===== src/rtl/spq_pkg.sv =====
// Shared types and constants for the sorted priority queue.
// Used by spq_cell, sorted_priority_queue_unit and the testbench; depends on nothing.

package spq_pkg;

   localparam int unsigned QUEUE_DEPTH_DEFAULT = 16;
   localparam int unsigned VALUE_WIDTH          = 32;
   localparam int unsigned PRIO_WIDTH           = 16;
   localparam int unsigned COUNT_OUT_WIDTH      = 5;

   localparam logic KIND_ENQUEUE = 1'b0;
   localparam logic KIND_DEQUEUE = 1'b1;

   typedef enum logic [1:0] {
      STATUS_DONE  = 2'd0,
      STATUS_FULL  = 2'd1,
      STATUS_EMPTY = 2'd2
   } status_type;

   typedef struct packed {
      logic signed [VALUE_WIDTH-1:0] value;
      logic        [PRIO_WIDTH-1:0]  prio;
   } entry_type;

   // Command broadcast to every cell of the chain in the same cycle.
   typedef struct packed {
      logic      insert;
      logic      remove;
      entry_type entry;
   } cmd_type;

endpackage


===== src/rtl/sorted_priority_queue_unit.sv =====
// Sorted priority queue, top level: a chain of spq_cell slots plus count and result register.
// Depends on spq_pkg and spq_cell.
// The result of an item is registered and presented in the cycle after the item is accepted.
// Throughput: one item per cycle unless rsp_stall holds the result; cells update in parallel.
// Reset (synchronous, active high) clears the entry count and the result valid flag.
// Slot contents are not reset; only slots below the entry count are ever read.

module sorted_priority_queue_unit #(
   parameter int unsigned QUEUE_DEPTH = spq_pkg::QUEUE_DEPTH_DEFAULT
) (
   input  logic                                   clock,
   input  logic                                   reset,
   input  logic                                   req_valid,
   output logic                                   req_stall,
   input  logic                                   req_kind,
   input  logic signed [spq_pkg::VALUE_WIDTH-1:0] req_entry_value,
   input  logic [spq_pkg::PRIO_WIDTH-1:0]         req_entry_priority,
   output logic                                   rsp_valid,
   input  logic                                   rsp_stall,
   output logic [1:0]                             rsp_status,
   output logic signed [spq_pkg::VALUE_WIDTH-1:0] rsp_removed_value,
   output logic [spq_pkg::PRIO_WIDTH-1:0]         rsp_removed_priority,
   output logic [spq_pkg::COUNT_OUT_WIDTH-1:0]    rsp_entry_count
);

   localparam int unsigned CW = $clog2(QUEUE_DEPTH + 1);

   // Entry count and result register.
   logic [CW-1:0]      count_ff;
   logic [CW-1:0]      count_in;
   logic               rsp_valid_ff;
   logic               rsp_valid_in;
   spq_pkg::status_type status_ff;
   spq_pkg::status_type status_in;
   spq_pkg::entry_type removed_ff;
   spq_pkg::entry_type removed_in;
   logic [spq_pkg::COUNT_OUT_WIDTH-1:0] rsp_count_ff;
   logic [spq_pkg::COUNT_OUT_WIDTH-1:0] rsp_count_in;

   logic accept;
   logic full;
   logic empty;
   spq_pkg::cmd_type cmd;

   logic               occupied [QUEUE_DEPTH];
   logic               ge       [QUEUE_DEPTH];
   spq_pkg::entry_type slot     [QUEUE_DEPTH];

   // The result register is the only buffer: a new item is taken whenever the
   // pending result is gone or is being taken in this same cycle.
   assign req_stall = rsp_valid_ff && rsp_stall;
   assign accept    = req_valid && !req_stall;

   assign full  = (count_ff == CW'(QUEUE_DEPTH));
   assign empty = (count_ff == '0);

   always_comb begin
      cmd.insert      = accept && (req_kind == spq_pkg::KIND_ENQUEUE) && !full;
      cmd.remove      = accept && (req_kind == spq_pkg::KIND_DEQUEUE) && !empty;
      cmd.entry.value = req_entry_value;
      cmd.entry.prio  = req_entry_priority;
   end

   // The chain. Each cell compares its own priority with the incoming one; since
   // the chain is sorted, the compare results form a prefix, and the first cell
   // whose compare fails takes the new entry while the rest shift right by one.
   // On a dequeue every cell takes its right neighbor's entry.
   for (genvar i = 0; i < QUEUE_DEPTH; i++) begin : g_cell
      spq_pkg::entry_type left_entry;
      spq_pkg::entry_type right_entry;
      logic               left_ge;

      assign occupied[i] = (count_ff > CW'(i));

      if (i == 0) begin : g_first
         assign left_ge    = 1'b1;
         assign left_entry = slot[i];
      end else begin : g_inner
         assign left_ge    = ge[i-1];
         assign left_entry = slot[i-1];
      end

      if (i == QUEUE_DEPTH - 1) begin : g_last
         assign right_entry = slot[i];
      end else begin : g_mid
         assign right_entry = slot[i+1];
      end

      spq_cell u_cell (
         .clock       (clock),
         .cmd         (cmd),
         .occupied    (occupied[i]),
         .left_ge     (left_ge),
         .left_entry  (left_entry),
         .right_entry (right_entry),
         .ge          (ge[i]),
         .entry       (slot[i])
      );
   end

   // Count update and result formation for the accepted item.
   always_comb begin
      count_in     = count_ff;
      rsp_valid_in = rsp_valid_ff && rsp_stall;
      status_in    = status_ff;
      removed_in   = removed_ff;
      rsp_count_in = rsp_count_ff;
      if (accept) begin
         rsp_valid_in = 1'b1;
         removed_in   = '0;
         if (req_kind == spq_pkg::KIND_ENQUEUE) begin
            if (full) begin
               status_in = spq_pkg::STATUS_FULL;
            end else begin
               status_in = spq_pkg::STATUS_DONE;
               count_in  = count_ff + CW'(1);
            end
         end else begin
            if (empty) begin
               status_in = spq_pkg::STATUS_EMPTY;
            end else begin
               status_in  = spq_pkg::STATUS_DONE;
               removed_in = slot[0];
               count_in   = count_ff - CW'(1);
            end
         end
         rsp_count_in = spq_pkg::COUNT_OUT_WIDTH'(count_in);
      end
   end

   always_ff @(posedge clock) begin
      if (reset) begin
         count_ff     <= '0;
         rsp_valid_ff <= 1'b0;
      end else begin
         count_ff     <= count_in;
         rsp_valid_ff <= rsp_valid_in;
      end
   end

   always_ff @(posedge clock) begin
      status_ff    <= status_in;
      removed_ff   <= removed_in;
      rsp_count_ff <= rsp_count_in;
   end

   assign rsp_valid            = rsp_valid_ff;
   assign rsp_status           = status_ff;
   assign rsp_removed_value    = removed_ff.value;
   assign rsp_removed_priority = removed_ff.prio;
   assign rsp_entry_count      = rsp_count_ff;

   // The count never passes the number of cells.
   a_count_bound: assert property (@(posedge clock) disable iff (reset)
      count_ff <= CW'(QUEUE_DEPTH))
      else $error("entry count exceeds queue depth");

   // The head two slots are in descending priority order whenever both hold entries.
   a_head_sorted: assert property (@(posedge clock) disable iff (reset)
      occupied[1] |-> (slot[0].prio >= slot[1].prio))
      else $error("head slots out of priority order");

   // A rejected enqueue reports the full count.
   a_full_count: assert property (@(posedge clock) disable iff (reset)
      (rsp_valid && rsp_status == spq_pkg::STATUS_FULL)
         |-> (rsp_entry_count == spq_pkg::COUNT_OUT_WIDTH'(QUEUE_DEPTH)))
      else $error("full status with wrong count");

   // Only a successful dequeue returns a nonzero removed entry.
   a_removed_zero: assert property (@(posedge clock) disable iff (reset)
      (rsp_valid && rsp_status != spq_pkg::STATUS_DONE)
         |-> (rsp_removed_value == '0 && rsp_removed_priority == '0))
      else $error("removed fields nonzero on a failed item");

   // A stalled item leaves the count unchanged.
   a_stall_hold: assert property (@(posedge clock) disable iff (reset)
      (req_stall) |=> $stable(count_ff))
      else $error("count changed while input stalled");

endmodule


===== src/rtl/spq_cell.sv =====
// One slot of the sorted chain: holds an entry and trades it with its neighbors.
// Depends on spq_pkg for the entry and command types.

module spq_cell (
   input  logic               clock,
   input  spq_pkg::cmd_type   cmd,
   input  logic               occupied,
   input  logic               left_ge,
   input  spq_pkg::entry_type left_entry,
   input  spq_pkg::entry_type right_entry,
   output logic               ge,
   output spq_pkg::entry_type entry
);

   spq_pkg::entry_type entry_ff;
   spq_pkg::entry_type entry_in;

   // The stored entry stays ahead of the new one when its priority is not lower.
   assign ge = occupied && (entry_ff.prio >= cmd.entry.prio);

   always_comb begin
      entry_in = entry_ff;
      if (cmd.insert) begin
         if (!ge) begin
            entry_in = left_ge ? cmd.entry : left_entry;
         end
      end else if (cmd.remove) begin
         entry_in = right_entry;
      end
   end

   always_ff @(posedge clock) begin
      entry_ff <= entry_in;
   end

   assign entry = entry_ff;

endmodule


===== config.mk =====
export PLATFORM = sky130hd
export DESIGN_NAME = sorted_priority_queue_unit
export DESIGN_NICKNAME = d
export VERILOG_FILES = /design/src/rtl/spq_pkg.sv /design/src/rtl/sorted_priority_queue_unit.sv /design/src/rtl/spq_cell.sv
export SDC_FILE = /design/constraint.sdc
export NUM_CORES = 2
export LEC_CHECK = 0
export BUFFER_PORTS_ARGS = -buffer_cell sky130_fd_sc_hd__buf_2
export CAP_MARGIN = 10
export CORE_ASPECT_RATIO = 0.7
export CORE_MARGIN = 10
export CORE_UTILIZATION = 40
export DETAILED_ROUTE_END_ITERATION = 12
export PLACE_DENSITY = 0.52
export SYNTH_ARGS = -nofsm -noshare
export SYNTH_HDL_FRONTEND = slang
export SYNTH_SLANG_ARGS = --single-unit

===== constraint.sdc =====
create_clock -name clock -period 15.4 [get_ports clock]
set_input_delay 2.31 -clock clock [delete_from_list [all_inputs] [get_ports clock]]
set_output_delay 2.31 -clock clock [all_outputs]
set_load 0.01 [all_outputs]

# Word level (Yosys, flattened, before mapping)
# Index checks and enable logic that the tools add are counted.
# classes
n_reduce_logical,44
eq_ne,16
bitwise,2
n_addsub,2
order_cmp,32
n_mux,67
# ops
op,n
2-to-1 mux 48 bit,60
greater-or-equal comparator 16 bit,16
"> comparator 5 x 4 -> 1 bit, second input constant",8
AND reduction 2 bit,16
"inequality test 2 bit, second input constant",15
logical AND 1 bit,22
"> comparator 5 x 3 -> 1 bit, second input constant",4
2-to-1 mux 5 bit,3
"> comparator 5 x 1 -> 1 bit, second input constant",2
"> comparator 5 x 2 -> 1 bit, second input constant",2
"adder 5 x 1 -> 5 bit, second input constant",1
"== test 5 bit, second input constant",1
logical NOT 5 bit,1
"subtractor 5 x 1 -> 5 bit, second input constant",1
2-to-1 mux 2 bit,2
logical NOT 1 bit,3
2-to-1 mux 1 bit,2
inverter 1 bit,2
nonzero test 2 bit,1
OR reduction 2 bit,1
# totals
word_cells,201
out_inout_bits,57
input_bits,53
ff_bits,829

# Logic depth before layout (Yosys ltp)
# logic_depth
word_depth,7
ltp_mapped,13
ltp_nobuf,9

# By module
# A second synthesis with hierarchy kept.
# hier_totals
hier_cells,4512
hier_area_um2,48629.1
# by_module_without_submodules
mod,seq_area_each_um2,cells_per_inst,area_per_inst_um2,instances
spq_cell at g_cell[0].u_cell ...,1441.4,268,2857.7,11
spq_cell at g_cell[5].u_cell ...,1441.4,267,2874.0,5
sorted_priority_queue_unit,1771.7,229,2824.0,1

# Least setup slack after synthesis
# No wires, ideal clock.
# synth_timing
path_type,in2reg
from,input req_entry_priority[7] (netlist bit)
to,"register g_cell[5].u_cell.entry_ff, in the netlist g_cell[5].u_cell.entry[0], enable pin"
cell_stages,11
slack_ns,7.173
required_ns,14.880
path_buffers,4
arrival_time_ns,7.707
setup_time_ns,0.520
cell_sequence,clkbuf_1 inv_1 ha_1 a21oi_1 o21ai_1 nand2b_1 clkbuf_1 clkbuf_1 clkbuf_1 a21boi_0 o21ai_0
# synth_via
elab_chain_cells,4
# synth_rtl
element,line,text
start: declaration,sorted_priority_queue_unit.sv:17,"input logic [spq_pkg::PRIO_WIDTH-1:0] req_entry_priority,"
greater-or-equal comparator 16 bit,spq_cell.sv:19,assign ge = occupied && (entry_ff.prio >= cmd.entry.prio);
logical AND 1 bit,spq_cell.sv:19,
inequality test 2 bit (no source line),n/a,
AND reduction 2 bit (no source line),n/a,
end signal: assignment,spq_cell.sv:33,entry_ff <= entry_in;
end: declaration,spq_cell.sv:15,spq_pkg::entry_type entry_ff;
# Every way passes these cells.
# A chain may end at the register's enable or synchronous reset.

==> flow_metrics.py <==
metrics = {
    "final_layout": {
        "design.final.nets": 5031,
        "final_cell_count_without_fillers": 6413,
        "areaGrowthSynthToFinish_pct": 9.605,
        "finalCoreUtilization_pct": 44.35,
        "drive_above_1_share_pct": 8.577,
        "nFillCells": 11452,
        "seq_area_sq_um": 24830,
        "multiInputGateArea_sq_um": 22130,
    },
    "global_route": {
        "groute.usage.overall_pct": 24.92,
        "grt_pass1_wl_um": 255300,
        "grt_pass1_vias": 35478,
        "met2_usage_pct": 33.36,
        "antenna_found_initial": 7,
        "globalRouteMet3Util_pct": 5.496,
        "busiest_layer": "met1",
        "pin_count_of_the_biggest_net_entering_global_routing": 160,
        "groute.layer.met1.usage_pct": 39.90,
        "globalRoute.totalOverflow": 0,
    },
    "timing": {
        "fmax_mhz": 154.3,
        "slew_headroom_pct": 12.89,
        "layout_worst_path_cycle_share_pct": 42.09,
        "period_minus_slack_ps": 6481,
        "unrepaired_setup_endpoints_after_global_routing": "no",
        "slew_violations": 0,
        "holdWs_ps": 542.6,
        "fin_worst_skew_ps": 38.38,
        "tightest_slew_ps": 1295,
        "hold_violations": 0,
        "total_neg_setup_slack_ps": 0,
        "final-setup-viol-count": 0,
    },
    "clocking": {
        "cts_root_buffer": "clkbuf_16",
        "clockBufferDepth": 3,
        "tritoncts_clock_tree": "built",
        "cts_setup_buffers": 0,
        "clock-sinks": 829,
        "numCtsBuffers": 91,
        "cts.reportedPaths.clkPinSlew_ps": 70,
        "clock_latency_ps": 710,
        "post_cts_resize_count": 0,
        "cts-hold-fix-buffers": 0,
        "cts_htree_levels": 3,
    },
    "power": {
        "vdd.ir_drop.worst_mv": 0.09014,
        "power.static_leakage_uw": 0.02222,
        "post-layout-total-power_uw": 7014,
        "power_density_nw_per_um2": 131.9,
    },
    "drt": {
        "route.vias.total": 38404,
        "first_pass_iters": 6,
        "drt-vias-per-instance": 5.988,
        "finalWirelength_um": 177100,
        "route.antenna.remaining_nets": 0,
        "wl_per_cell_um": 27.62,
        "drcViolationCount": 0,
        "detail_route.iter0.violations": 4880,
    },
    "floorplan": {
        "core_area_sq_um": 119900,
        "die-width_um": 436.2,
        "design.die.area_sq_um": 135800,
        "die-height_um": 311.4,
        "floorplan.initialDensity_pct": 40.46,
        "rows": 106,
        "ioPinCount": 110,
    },
    "synthesis": {
        "synth_area_leaders": "edfxtp_1 51%, mux2i_1 8.9%, ha_1 6.7%, nand2_1 5.7%, a21oi_1 5.1%",
        "synth.most_common_cell": "edfxtp_1",
        "gate_count_post_synth": 4860,
        "post_synth_num_cell_types": 58,
        "yosys-top-cells-count": "823 x edfxtp_1, 739 x nand2_1, 576 x nor2_1, 499 x a21oi_1, 433 x mux2i_1",
        "synth_enable_flop_cells": 823,
        "synthesized_nets": 5174,
        "synth.yosys.seq_area_share_pct": 51.19,
        "avgSynthCellArea_sq_um": 9.982,
        "postSynthRegisterBits": 829,
        "yosysTopAreaCellShare_pct": 50.94,
        "mappedNetlistArea_sq_um": 48510,
        "synth_largest_area_cell": "edfxtp_1",
        "synth.yosys.warnings": 0,
        "synth_top_flop_cell": "edfxtp_1",
        "async_flop_share_pct": 0,
    },
    "setup_path": {
        "critical_path_class": "input pin to flip-flop",
        "cp_max_fo": 42,
        "setup.worst_path.start_class": "input pin",
        "critPathCaptureType": "flip-flop",
        "timing.critical_path.required_ps": 15920,
        "critical_path_arrival_ps": 7000,
    },
    "outcome": {
        "run_status": "finished clean",
    },
    "placement": {
        "buffer_ports.inserted": 109,
        "place.detailed.hpwl_um": 108400,
        "place.detailed.instances": 6243,
        "globalplace.congestion": 0.9163,
    },
    "hold_path": {
        "hold_path_class": "flip-flop to flip-flop",
    },
    "flow_run": {
        "max_cap_violations": 0,
    },
}
-- cell usage in the layout (no fill, tap or decap), types with 4 or more instances in the layout --
cell type and n:
a2111oi_0 6, a211o_1 9, a211oi_1 17, a21o_1 44, a21oi_1 498, a31oi_1 21, and3_1 49, and4_1 4
buf_2 109, buf_4 79, bufinv_16 5, clkbuf_1 18, clkbuf_16 94, clkinv_1 18, clkinv_2 22, clkinvlp_4 8
dfxtp_1 6, edfxtp_1 823, ha_1 261, inv_1 41, mux2_1 9, mux2_2 39, mux2i_1 433, nand2_1 728
nand2_4 9, nand2b_1 23, nand2b_2 5, nand3_1 80, nand4_1 29, nor2_1 576, nor4_1 7, o211ai_1 212
o21a_1 16, o21ai_0 302, o21ai_1 115, o21ai_4 8, o31ai_1 4
-- registers in the layout, indices dropped and copies added (netlist names) --
register and cells:
rsp_valid 1, rsp_removed_priority 16, rsp_removed_value 32, rsp_status 2, count_ff 5, rsp_entry_count 5, g_cell.u_cell.entry 768
-- report_power, final --
group | internal (uW) | switching (uW) | leakage [uW]
Sequential | 2920 | 237 | 0.00786
Combinational | 523 | 1130 | 0.0130
Clock | 1200 | 997 | 0.00139
-- worst max-delay path: stages --
cell and delay (ps):
buf_2 570, ha_1 350, nand2b_1 150, a2111oi_1 1030
nor4_1 290, nor4_1 470, or3_4 670, buf_4 740
nand3_1 170, o211ai_1 140
-- worst paths after layout --
kind / from / to / slack, ps / cells after the start
setup reg to reg: count_ff[0] / g_cell[2].u_cell.entry[46] / 10270 / 9
hold / removal: g_cell[15].u_cell.entry[26] / g_cell[14].u_cell.entry[26] / 540 / 2
hold reg to reg: g_cell[15].u_cell.entry[26] / g_cell[14].u_cell.entry[26] / 540 / 2
setup / recovery: req_entry_priority[0] / g_cell[13].u_cell.entry[33] / 8920 / 10
-- cell type report --
cell class,count,area share (%)
Timing Repair Buffer,189,2.179
Inverter,43,0.3083
Clock buffer,112,4.551
Sequential cell,829,46.71
Multi-Input combinational cell,3563,41.62
Clock inverter,56,0.8236
Tap cell,1620,3.812
Antenna cell,1,0.004706
-- stage by stage --
| stage | setup slack, ps | cell area (sq um) |
|---|---|---|
| after floorplan | 7173 | 48510 |
| after global placement | 8234 | 50300 |
| after detailed placement | 8404 | 50310 |
| after CTS | 9147 | 53160 |
| after global routing | 8841 | 53170 |
| final | 8919 | 53170 |
-- cell families after synthesis --
family	synth area share [%]
adders and majority gates	6.732
xor gates and xnor gates	0.09029
AOI/OAI and AO/OA	15.22
muxes	10.05
buffers and inverters	3.969
and+or+nand+nor	12.74
DFF	51.19
-- routing by layer --
layer / vias to the layer above / wire (um)
li1: 17445 / -
met1: 18920 / 86700
met2: 1831 / 69480
met3: 206 / 17160
met4: 2 / 3759
met5: - / 13
Note: power is estimated with default switching activity, not from simulation.
